### config.mk
export PLATFORM = sky130hd
export DESIGN_NAME = masked_cell_blitter
export DESIGN_NICKNAME = d
export VERILOG_FILES = /design/src/hdl/mcb_pkg.sv /design/src/hdl/mcb_palette.sv /design/src/hdl/mcb_mac.sv /design/src/hdl/masked_cell_blitter.sv
export SDC_FILE = /design/constraint.sdc
export NUM_CORES = 2
export LEC_CHECK = 0
export ABC_AREA = 1
export BUFFER_PORTS_ARGS = -buffer_cell sky130_fd_sc_hd__buf_2
export CAP_MARGIN = 20
export CORE_AREA = 2 2 627 473
export DETAILED_ROUTE_END_ITERATION = 8
export DIE_AREA = 0 0 629 475
export HOLD_SLACK_MARGIN = 0.06
export REMOVE_ABC_BUFFERS = 1
export SETUP_SLACK_MARGIN = 0.4
export SYNTH_ARGS = -nofsm -noshare
export SYNTH_HDL_FRONTEND = slang
export SYNTH_SLANG_ARGS = --single-unit
### constraint.sdc
create_clock -name clk -period 7.79 [get_ports clk]
set_clock_uncertainty 0.1 [all_clocks]
set_input_delay 1.558 -clock clk [delete_from_list [all_inputs] [get_ports clk]]
set_output_delay 1.558 -clock clk [all_outputs]
set_load 0.005 [all_outputs]
### src/hdl/mcb_pkg.sv
// Shared types and constants for the masked cell blitter.
// No dependencies; imported by every module of the block.
package mcb_pkg;

    localparam int unsigned LINE_STRIDE = 320;

    localparam int unsigned CMD_W   = 2;
    localparam int unsigned ADDR_W  = 32;
    localparam int unsigned BYTE_W  = 8;
    localparam int unsigned COORD_W = 16;
    localparam int unsigned PAL_AW  = 8;
    localparam int unsigned IN_W    = 112;
    localparam int unsigned OUT_W   = 40;

    localparam logic [CMD_W-1:0] CMD_LOAD  = 2'd0;
    localparam logic [CMD_W-1:0] CMD_START = 2'd1;
    localparam logic [CMD_W-1:0] CMD_MASK  = 2'd2;

    localparam logic KIND_FETCH = 1'b0;
    localparam logic KIND_PIXEL = 1'b1;

    // palette port: one write and one registered read per cycle
    typedef struct packed {
        logic              we;
        logic [PAL_AW-1:0] waddr;
        logic [BYTE_W-1:0] wdata;
        logic [PAL_AW-1:0] raddr;
    } pal_req_t;

    // operands of the shared multiply-add unit: a * b + c
    typedef struct packed {
        logic [COORD_W-1:0] a;
        logic [COORD_W-1:0] b;
        logic [ADDR_W-1:0]  c;
    } mac_op_t;

endpackage

### src/hdl/mcb_palette.sv
// 256-entry colour palette with per-entry valid bits; unwritten entries read as zero.
// Depends on mcb_pkg.
module mcb_palette (
    input  logic                      clk,
    input  logic                      rst_n,
    input  mcb_pkg::pal_req_t         req,
    output logic [mcb_pkg::BYTE_W-1:0] rdata
);
    import mcb_pkg::*;

    localparam int unsigned DEPTH = 1 << PAL_AW;

    logic [BYTE_W-1:0] mem [DEPTH];
    logic [DEPTH-1:0]  valid_reg;
    logic [BYTE_W-1:0] rd_reg;
    logic              rd_valid_reg;

    always_ff @(posedge clk)
    begin
        if (req.we)
        begin
            mem[req.waddr] <= req.wdata;
        end
        rd_reg <= mem[req.raddr];
    end

    always_ff @(posedge clk or negedge rst_n)
    begin
        if (!rst_n)
        begin
            valid_reg    <= '0;
            rd_valid_reg <= 1'b0;
        end
        else
        begin
            if (req.we)
            begin
                valid_reg[req.waddr] <= 1'b1;
            end
            rd_valid_reg <= valid_reg[req.raddr];
        end
    end

    assign rdata = rd_valid_reg ? rd_reg : '0;

endmodule

### src/hdl/mcb_mac.sv
// Shared 16x16 multiply-add unit used for all start-command address arithmetic.
// Depends on mcb_pkg.
module mcb_mac (
    input  mcb_pkg::mac_op_t           op,
    output logic [mcb_pkg::ADDR_W-1:0] result
);
    import mcb_pkg::*;

    logic [2*COORD_W-1:0] prod;

    assign prod   = op.a * op.b;
    assign result = ADDR_W'(prod) + op.c;

endmodule

### src/hdl/masked_cell_blitter.sv
// Masked cell blitter top level: command decode, start sequencer, pixel stepping.
// Depends on mcb_pkg, mcb_palette, mcb_mac.
//
// Input stream (s_axis): tuser carries the command; tdata the operand fields.
// Load writes one palette byte and gives no result. Start latches a cell and,
// unless width or height is zero, gives one mask fetch address transaction.
// Each mask byte while a cell is active gives one pixel write transaction;
// the final pixel of the cell has tlast set. Mask bytes while idle are dropped.
// Output stream (m_axis): one registered transaction, tuser is the kind.
// Throughput: loads and mask bytes are taken back to back, so pixels stream at one
// per cycle while the receiver keeps up. A non-empty start makes four passes through
// the shared multiply-add unit (w*h, sprite*wh+mask_base, y*stride+screen_base, +x),
// then posts the fetch address from ST_EMIT; tready is low during that time.
// A pixel's m_axis_tvalid rises the cycle after its mask byte is accepted.
// A stalled receiver holds the output register; tready drops until it drains.
// Reset returns the block to idle and clears the palette via valid bits,
// with no clearing pass; screen_base resets to zero.
module masked_cell_blitter (
    input  logic                          clk,
    input  logic                          rst_n,
    input  logic                          cfg_we,
    input  logic [mcb_pkg::ADDR_W-1:0]    cfg_wdata,
    input  logic                          s_axis_tvalid,
    output logic                          s_axis_tready,
    // colour_index, palette_value, sprite_index, pos_x, pos_y,
    // cell_width, cell_height, mask_base, mask_byte
    input  logic [mcb_pkg::IN_W-1:0]      s_axis_tdata,
    // cmd
    input  logic [mcb_pkg::CMD_W-1:0]     s_axis_tuser,
    output logic                          m_axis_tvalid,
    input  logic                          m_axis_tready,
    // address, pixel
    output logic [mcb_pkg::OUT_W-1:0]     m_axis_tdata,
    // kind
    output logic                          m_axis_tuser,
    output logic                          m_axis_tlast
);
    import mcb_pkg::*;

    localparam logic [2:0] ST_RUN  = 3'd0;
    localparam logic [2:0] ST_WH   = 3'd1;
    localparam logic [2:0] ST_SPR  = 3'd2;
    localparam logic [2:0] ST_DST  = 3'd3;
    localparam logic [2:0] ST_PX   = 3'd4;
    localparam logic [2:0] ST_EMIT = 3'd5;

    localparam logic [ADDR_W-1:0]  ROW_STEP   = ADDR_W'(LINE_STRIDE + 1);
    localparam logic [COORD_W-1:0] STRIDE_OPD = COORD_W'(LINE_STRIDE);

    logic [BYTE_W-1:0]  in_cidx, in_pval, in_sprite, in_w, in_h, in_mbyte;
    logic [COORD_W-1:0] in_px, in_py;
    logic [ADDR_W-1:0]  in_mbase;

    assign in_cidx   = s_axis_tdata[7:0];
    assign in_pval   = s_axis_tdata[15:8];
    assign in_sprite = s_axis_tdata[23:16];
    assign in_px     = s_axis_tdata[39:24];
    assign in_py     = s_axis_tdata[55:40];
    assign in_w      = s_axis_tdata[63:56];
    assign in_h      = s_axis_tdata[71:64];
    assign in_mbase  = s_axis_tdata[103:72];
    assign in_mbyte  = s_axis_tdata[111:104];

    logic [2:0]         state_reg, state_next;
    logic               busy_reg, busy_next;
    logic [BYTE_W-1:0]  col_reg, col_next, row_reg, row_next;
    logic [BYTE_W-1:0]  width_reg, width_next, height_reg, height_next;
    logic [BYTE_W-1:0]  sprite_reg, sprite_next, fill_reg, fill_next;
    logic [COORD_W-1:0] px_reg, px_next, py_reg, py_next;
    logic [ADDR_W-1:0]  mbase_reg, mbase_next, acc_reg, acc_next;
    logic [ADDR_W-1:0]  dest_reg, dest_next, screen_base_reg;
    logic               out_valid_reg, out_valid_next;
    logic               out_kind_reg, out_kind_next, out_last_reg, out_last_next;
    logic [ADDR_W-1:0]  out_addr_reg, out_addr_next;
    logic [BYTE_W-1:0]  out_pixel_reg, out_pixel_next;

    logic               accept, out_free, row_end, final_px;
    logic [BYTE_W-1:0]  pal_rdata;
    logic [ADDR_W-1:0]  mac_result;
    pal_req_t           pal_req;
    mac_op_t            mac_op;

    assign out_free      = !out_valid_reg || m_axis_tready;
    assign s_axis_tready = (state_reg == ST_RUN) && out_free;
    assign accept        = s_axis_tvalid && s_axis_tready;

    assign pal_req.we    = accept && (s_axis_tuser == CMD_LOAD);
    assign pal_req.waddr = in_cidx;
    assign pal_req.wdata = in_pval;
    assign pal_req.raddr = in_cidx;

    mcb_palette u_palette (
        .clk   (clk),
        .rst_n (rst_n),
        .req   (pal_req),
        .rdata (pal_rdata)
    );

    always_comb
    begin
        mac_op = '0;
        unique case (state_reg)
            ST_WH:
            begin
                mac_op.a = COORD_W'(width_reg);
                mac_op.b = COORD_W'(height_reg);
            end
            ST_SPR:
            begin
                mac_op.a = COORD_W'(sprite_reg);
                mac_op.b = acc_reg[COORD_W-1:0];
                mac_op.c = mbase_reg;
            end
            ST_DST:
            begin
                mac_op.a = py_reg;
                mac_op.b = STRIDE_OPD;
                mac_op.c = screen_base_reg;
            end
            ST_PX:
            begin
                mac_op.a = COORD_W'(1);
                mac_op.b = px_reg;
                mac_op.c = dest_reg;
            end
            default:
            begin
                mac_op = '0;
            end
        endcase
    end

    mcb_mac u_mac (
        .op     (mac_op),
        .result (mac_result)
    );

    assign row_end  = BYTE_W'(col_reg + 1'b1) == width_reg;
    assign final_px = row_end && (BYTE_W'(row_reg + 1'b1) == height_reg);

    always_comb
    begin
        state_next     = state_reg;
        busy_next      = busy_reg;
        col_next       = col_reg;
        row_next       = row_reg;
        width_next     = width_reg;
        height_next    = height_reg;
        sprite_next    = sprite_reg;
        fill_next      = fill_reg;
        px_next        = px_reg;
        py_next        = py_reg;
        mbase_next     = mbase_reg;
        acc_next       = acc_reg;
        dest_next      = dest_reg;
        out_valid_next = out_valid_reg && !m_axis_tready;
        out_kind_next  = out_kind_reg;
        out_addr_next  = out_addr_reg;
        out_pixel_next = out_pixel_reg;
        out_last_next  = out_last_reg;

        unique case (state_reg)
            ST_RUN:
            begin
                if (accept)
                begin
                    case (s_axis_tuser)
                        CMD_START:
                        begin
                            width_next  = in_w;
                            height_next = in_h;
                            sprite_next = in_sprite;
                            px_next     = in_px;
                            py_next     = in_py;
                            mbase_next  = in_mbase;
                            col_next    = '0;
                            row_next    = '0;
                            busy_next   = 1'b0;
                            if (in_w != '0 && in_h != '0)
                            begin
                                state_next = ST_WH;
                            end
                        end
                        CMD_MASK:
                        begin
                            if (busy_reg)
                            begin
                                out_valid_next = 1'b1;
                                out_kind_next  = KIND_PIXEL;
                                out_addr_next  = dest_reg;
                                out_pixel_next = (in_mbyte != '0) ? fill_reg : '0;
                                out_last_next  = final_px;
                                if (row_end)
                                begin
                                    dest_next = dest_reg + ROW_STEP - ADDR_W'(width_reg);
                                    col_next  = '0;
                                    row_next  = row_reg + 1'b1;
                                    if (final_px)
                                    begin
                                        busy_next = 1'b0;
                                    end
                                end
                                else
                                begin
                                    dest_next = dest_reg + 1'b1;
                                    col_next  = col_reg + 1'b1;
                                end
                            end
                        end
                        default:
                        begin
                        end
                    endcase
                end
            end
            ST_WH:
            begin
                fill_next  = pal_rdata;
                acc_next   = mac_result;
                state_next = ST_SPR;
            end
            ST_SPR:
            begin
                acc_next   = mac_result;
                state_next = ST_DST;
            end
            ST_DST:
            begin
                dest_next  = mac_result;
                state_next = ST_PX;
            end
            ST_PX:
            begin
                dest_next  = mac_result;
                state_next = ST_EMIT;
            end
            ST_EMIT:
            begin
                if (out_free)
                begin
                    out_valid_next = 1'b1;
                    out_kind_next  = KIND_FETCH;
                    out_addr_next  = acc_reg;
                    out_pixel_next = '0;
                    out_last_next  = 1'b0;
                    busy_next      = 1'b1;
                    state_next     = ST_RUN;
                end
            end
            default:
            begin
                state_next = ST_RUN;
            end
        endcase
    end

    always_ff @(posedge clk or negedge rst_n)
    begin
        if (!rst_n)
        begin
            state_reg       <= ST_RUN;
            busy_reg        <= 1'b0;
            col_reg         <= '0;
            row_reg         <= '0;
            out_valid_reg   <= 1'b0;
            screen_base_reg <= '0;
        end
        else
        begin
            state_reg     <= state_next;
            busy_reg      <= busy_next;
            col_reg       <= col_next;
            row_reg       <= row_next;
            out_valid_reg <= out_valid_next;
            if (cfg_we)
            begin
                screen_base_reg <= cfg_wdata;
            end
        end
    end

    always_ff @(posedge clk)
    begin
        width_reg     <= width_next;
        height_reg    <= height_next;
        sprite_reg    <= sprite_next;
        fill_reg      <= fill_next;
        px_reg        <= px_next;
        py_reg        <= py_next;
        mbase_reg     <= mbase_next;
        acc_reg       <= acc_next;
        dest_reg      <= dest_next;
        out_kind_reg  <= out_kind_next;
        out_addr_reg  <= out_addr_next;
        out_pixel_reg <= out_pixel_next;
        out_last_reg  <= out_last_next;
    end

    assign m_axis_tvalid = out_valid_reg;
    assign m_axis_tdata  = {out_pixel_reg, out_addr_reg};
    assign m_axis_tuser  = out_kind_reg;
    assign m_axis_tlast  = out_last_reg;

endmodule

==> impl_metrics.json <==
{
  "status": "complete, no violations",
  "cp_common_cell": "nand2_1",
  "synth_top_family_by_area": "simple AND/OR/NAND/NOR gates",
  "grt_pass1_wl_um": 544000,
  "synthToLayoutAreaGrowth_pct": 12.7,
  "critPathSlowestCell": "fa_1",
  "core-area_um2": 292000,
  "cts_tree": "yes",
  "final_antenna_net_count": 0,
  "htree_levels": 5,
  "drt_pass1_iterations": 6,
  "muxShareOfSynthArea_pct": 0.00965,
  "drc": 0,
  "final_layout_size_suffix_gt1_share_pct": 8.25,
  "dp_cells": 15200,
  "largest_register_ffs": 2048,
  "gp_congestion": 0.942,
  "avgViaCountPerCell": 5.30,
  "worstPathRequired_ns": 8.29,
  "drv_slew": 0,
  "pwr-share-clk_pct": 25.4,
  "slew-limit-headroom_pct": 14.5,
  "critPathLaunchType": "flop",
  "min_period_ns": 7.22,
  "tightest_slew_ns": 1.27,
  "max-vdd-ir-drop_mv": 0.907,
  "period_share_pct": 92.7,
  "crit_type": "reg -> reg",
  "fin_tns_setup_ns": 0,
  "dr.first_iter.drc_count": 10700,
  "clockBufferDepth": 4,
  "antenna_found_initial": 27,
  "synth_compound_area_share_pct": 3.69,
  "nFillCells": 27200,
  "r2r_setup_slack_ns": 0.57,
  "critPathCaptureType": "flop",
  "cts_root_buf": "clkbuf_16",
  "clk-insertion-delay-late_ns": 0.86,
  "row_count": 172,
  "syn_area_per_cell_um2": 10.3,
  "final_util_pct": 45.0,
  "synthCells": 11300,
  "cts_buffers": 268,
  "cp.arrival_ns": 7.72,
  "swShare_pct": 41.0,
  "die_w_um": 629,
  "yosys_warnings": 0,
  "critical_path.max_stage_delay_ns": 0.62,
  "cap_violations": 0,
  "synth-seq-area-share_pct": 64.7,
  "synthSimpleGateAreaFrac_pct": 21.1,
  "die-area_um2": 299000,
  "wl_per_cell_um": 23.8,
  "nets": 12100,
  "p_leak_nw": 54.6,
  "multi_input_area_um2": 36700,
  "critPathMaxFanout": 10,
  "ios": 195,
  "max_freq_mhz": 138,
  "synth_top_area_share_pct": 57.9,
  "drt_wl_total_um": 373000,
  "via_count": 83000,
  "finalSetupViolations": 0,
  "grt_pass1_vias": 79100,
  "final_cells": 15700,
  "final-hold-violation-count": 0,
  "grt.total_usage_pct": 24.6,
  "dp.final_hpwl_um": 234000,
  "synthAdderAreaFrac_pct": 5.61,
  "synth.area.top_cells": "edfxtp_1 58%, nand2_1 16%, dfrtp_1 6.6%",
  "regArea_um2": 75500,
  "die_y_um": 475,
  "power_frac_seq_pct": 32.0,
  "rsz0062_at_grt": "true",
  "grt-ovfl-total": 0,
  "hold_path_class": "reg -> reg",
  "yosys.area.top_type": "edfxtp_1",
  "grt_max_degree": 185,
  "internal-power_w": 0.0303,
  "power.density_nw_per_um2": 391,
  "synth-seq-cells": 2568,
  "port_buffers": 194,
  "power_switching_w": 0.0211,
  "synth_xor_area_share_pct": 0.488,
  "p_total_w": 0.0514,
  "start_util_pct": 39.9,
  "path_clk_slew_ns": 0.07,
  "combPwrFrac_pct": 42.6,
  "cts_sinks": 2568,
  "synthDistinctLibCells": 51,
  "syn_area_um2": 117000
}
[final cells by class]
class                           instances  share of cell area (%)
Multi-Input combinational cell       7574                    27.9
Timing Repair inverter                  1                 0.00571
Sequential cell                      2568                    57.4
Clock buffer                          361                    5.69
Clock inverter                        120                   0.990
Tap cell                             3915                    3.72
Inverter                              781                    2.26
Timing Repair Buffer                  351                    2.00
Antenna cell                            7                  0.0133
[synthesized netlist by cell type, drive strengths merged]
master / number
a21o: 5
a21oi: 185
a221oi: 8
a22o: 4
a22oi: 66
a31oi: 1
and2: 7
and3: 2
buf: 232
clkbuf: 262
clkinv: 2
conb: 2
dfrtp: 310
dfxtp: 8
edfxtp: 2250
fa: 226
ha: 162
inv: 779
mux2: 1
nand2: 4889
nand3: 310
nand3b: 8
nand4: 134
nor2: 671
nor3: 21
nor4: 7
o211ai: 3
o21a: 2
o21ai: 459
o21bai: 8
o221ai: 14
o22ai: 30
o311ai: 1
o31ai: 1
or2: 172
xnor2: 16
xor2: 49
[metrics by stage]
step	worst slack, ns	hold slack, ns	cell area [um^2]
after floorplan	-14.26	0.318	115000
after global placement	0.154	0.327	122000
after detailed placement	0.161	0.340	122000
after CTS	0.449	0.355	131000
after global routing	0.361	0.362	132000
final	0.568	0.354	132000
[power by group through the flow]
| stage | sequential (W) | combinational [W] | clock (W) |
|---|---|---|---|
| finish | 0.0164 | 0.0219 | 0.0131 |
| global route | 0.0165 | 0.0239 | 0.0137 |
| CTS | 0.0164 | 0.0210 | 0.0132 |
| detailed placement | 0.0167 | 0.0208 | 0 |
| global placement | 0.0167 | 0.0209 | 0 |
| floorplan | 0.0165 | 0.0133 | 0 |
[per-layer routing]
metal / vias up / part of all wire [%] / GRT usage (%) / wire, um
met5: - / 0.015 / 0 / 56
met4: 8 / 2.2 / 5.65 / 8330
met3: 501 / 11 / 5.51 / 40500
met2: 4071 / 42 / 35.5 / 157000
met1: 41100 / 45 / 37.5 / 167000
li1: 37400 / - / - / -
[worst max-delay path, delay by kind of cell, from the launching register on]
kind / cells / cell delay, ns
buf+inv: 10 / 1.19
flops: 1 / 0.40
compound gates: 1 / 0.28
simple gates: 14 / 1.54
fa+ha+maj: 7 / 3.44
[cell families after synthesis]
family / count (synthesis)
DFF: 2568
and+or+nand+nor: 6221
AOI/OAI and AO/OA: 787
other: 2
adders and majority gates: 388
buffers and inverters: 1275
muxes: 1
xor gates and xnor gates: 65
[layout by cell type, fill, tap and decap left out, types with 60 or more instances in the layout]
cell type	Yosys	routed
clkbuf_1	262	60
ha_1	162	162
nand2_1	4882	4866
nand3_1	309	308
a22oi_1	66	66
buf_2	175	183
edfxtp_1	2250	2250
fa_1	226	226
nand4_1	134	134
or2_2	163	163
nor2_1	667	655
o21ai_0	447	442
buf_4	9	126
a21oi_1	185	183
conb_1	2	112
clkbuf_16	0	277
inv_1	774	763
dfrtp_1	310	309
[path summary, 6_finish.rpt]
path | start | endpoint | cells after the start
setup / recovery | state_reg[1] | dest_reg[23] | 32
hold / removal | u_palette.valid_reg[12] | u_palette.valid_reg[12] | 2
setup reg to reg | state_reg[1] | dest_reg[23] | 32
hold reg to reg | u_palette.valid_reg[12] | u_palette.valid_reg[12] | 2
max in group asynchronous | rst_n | u_palette.valid_reg[193] | 3
min in group asynchronous | rst_n | u_palette.valid_reg[66] | 1
[what timing repair did]
action	4_1_cts	5_1_grt
endpoints found under the setup margin	9	26
gates cloned	0	1
hold buffers	0	0
resized for setup	8	19
buffers inserted	2	13
pin swaps	0	2
Note: power is estimated with default switching activity, not from simulation.
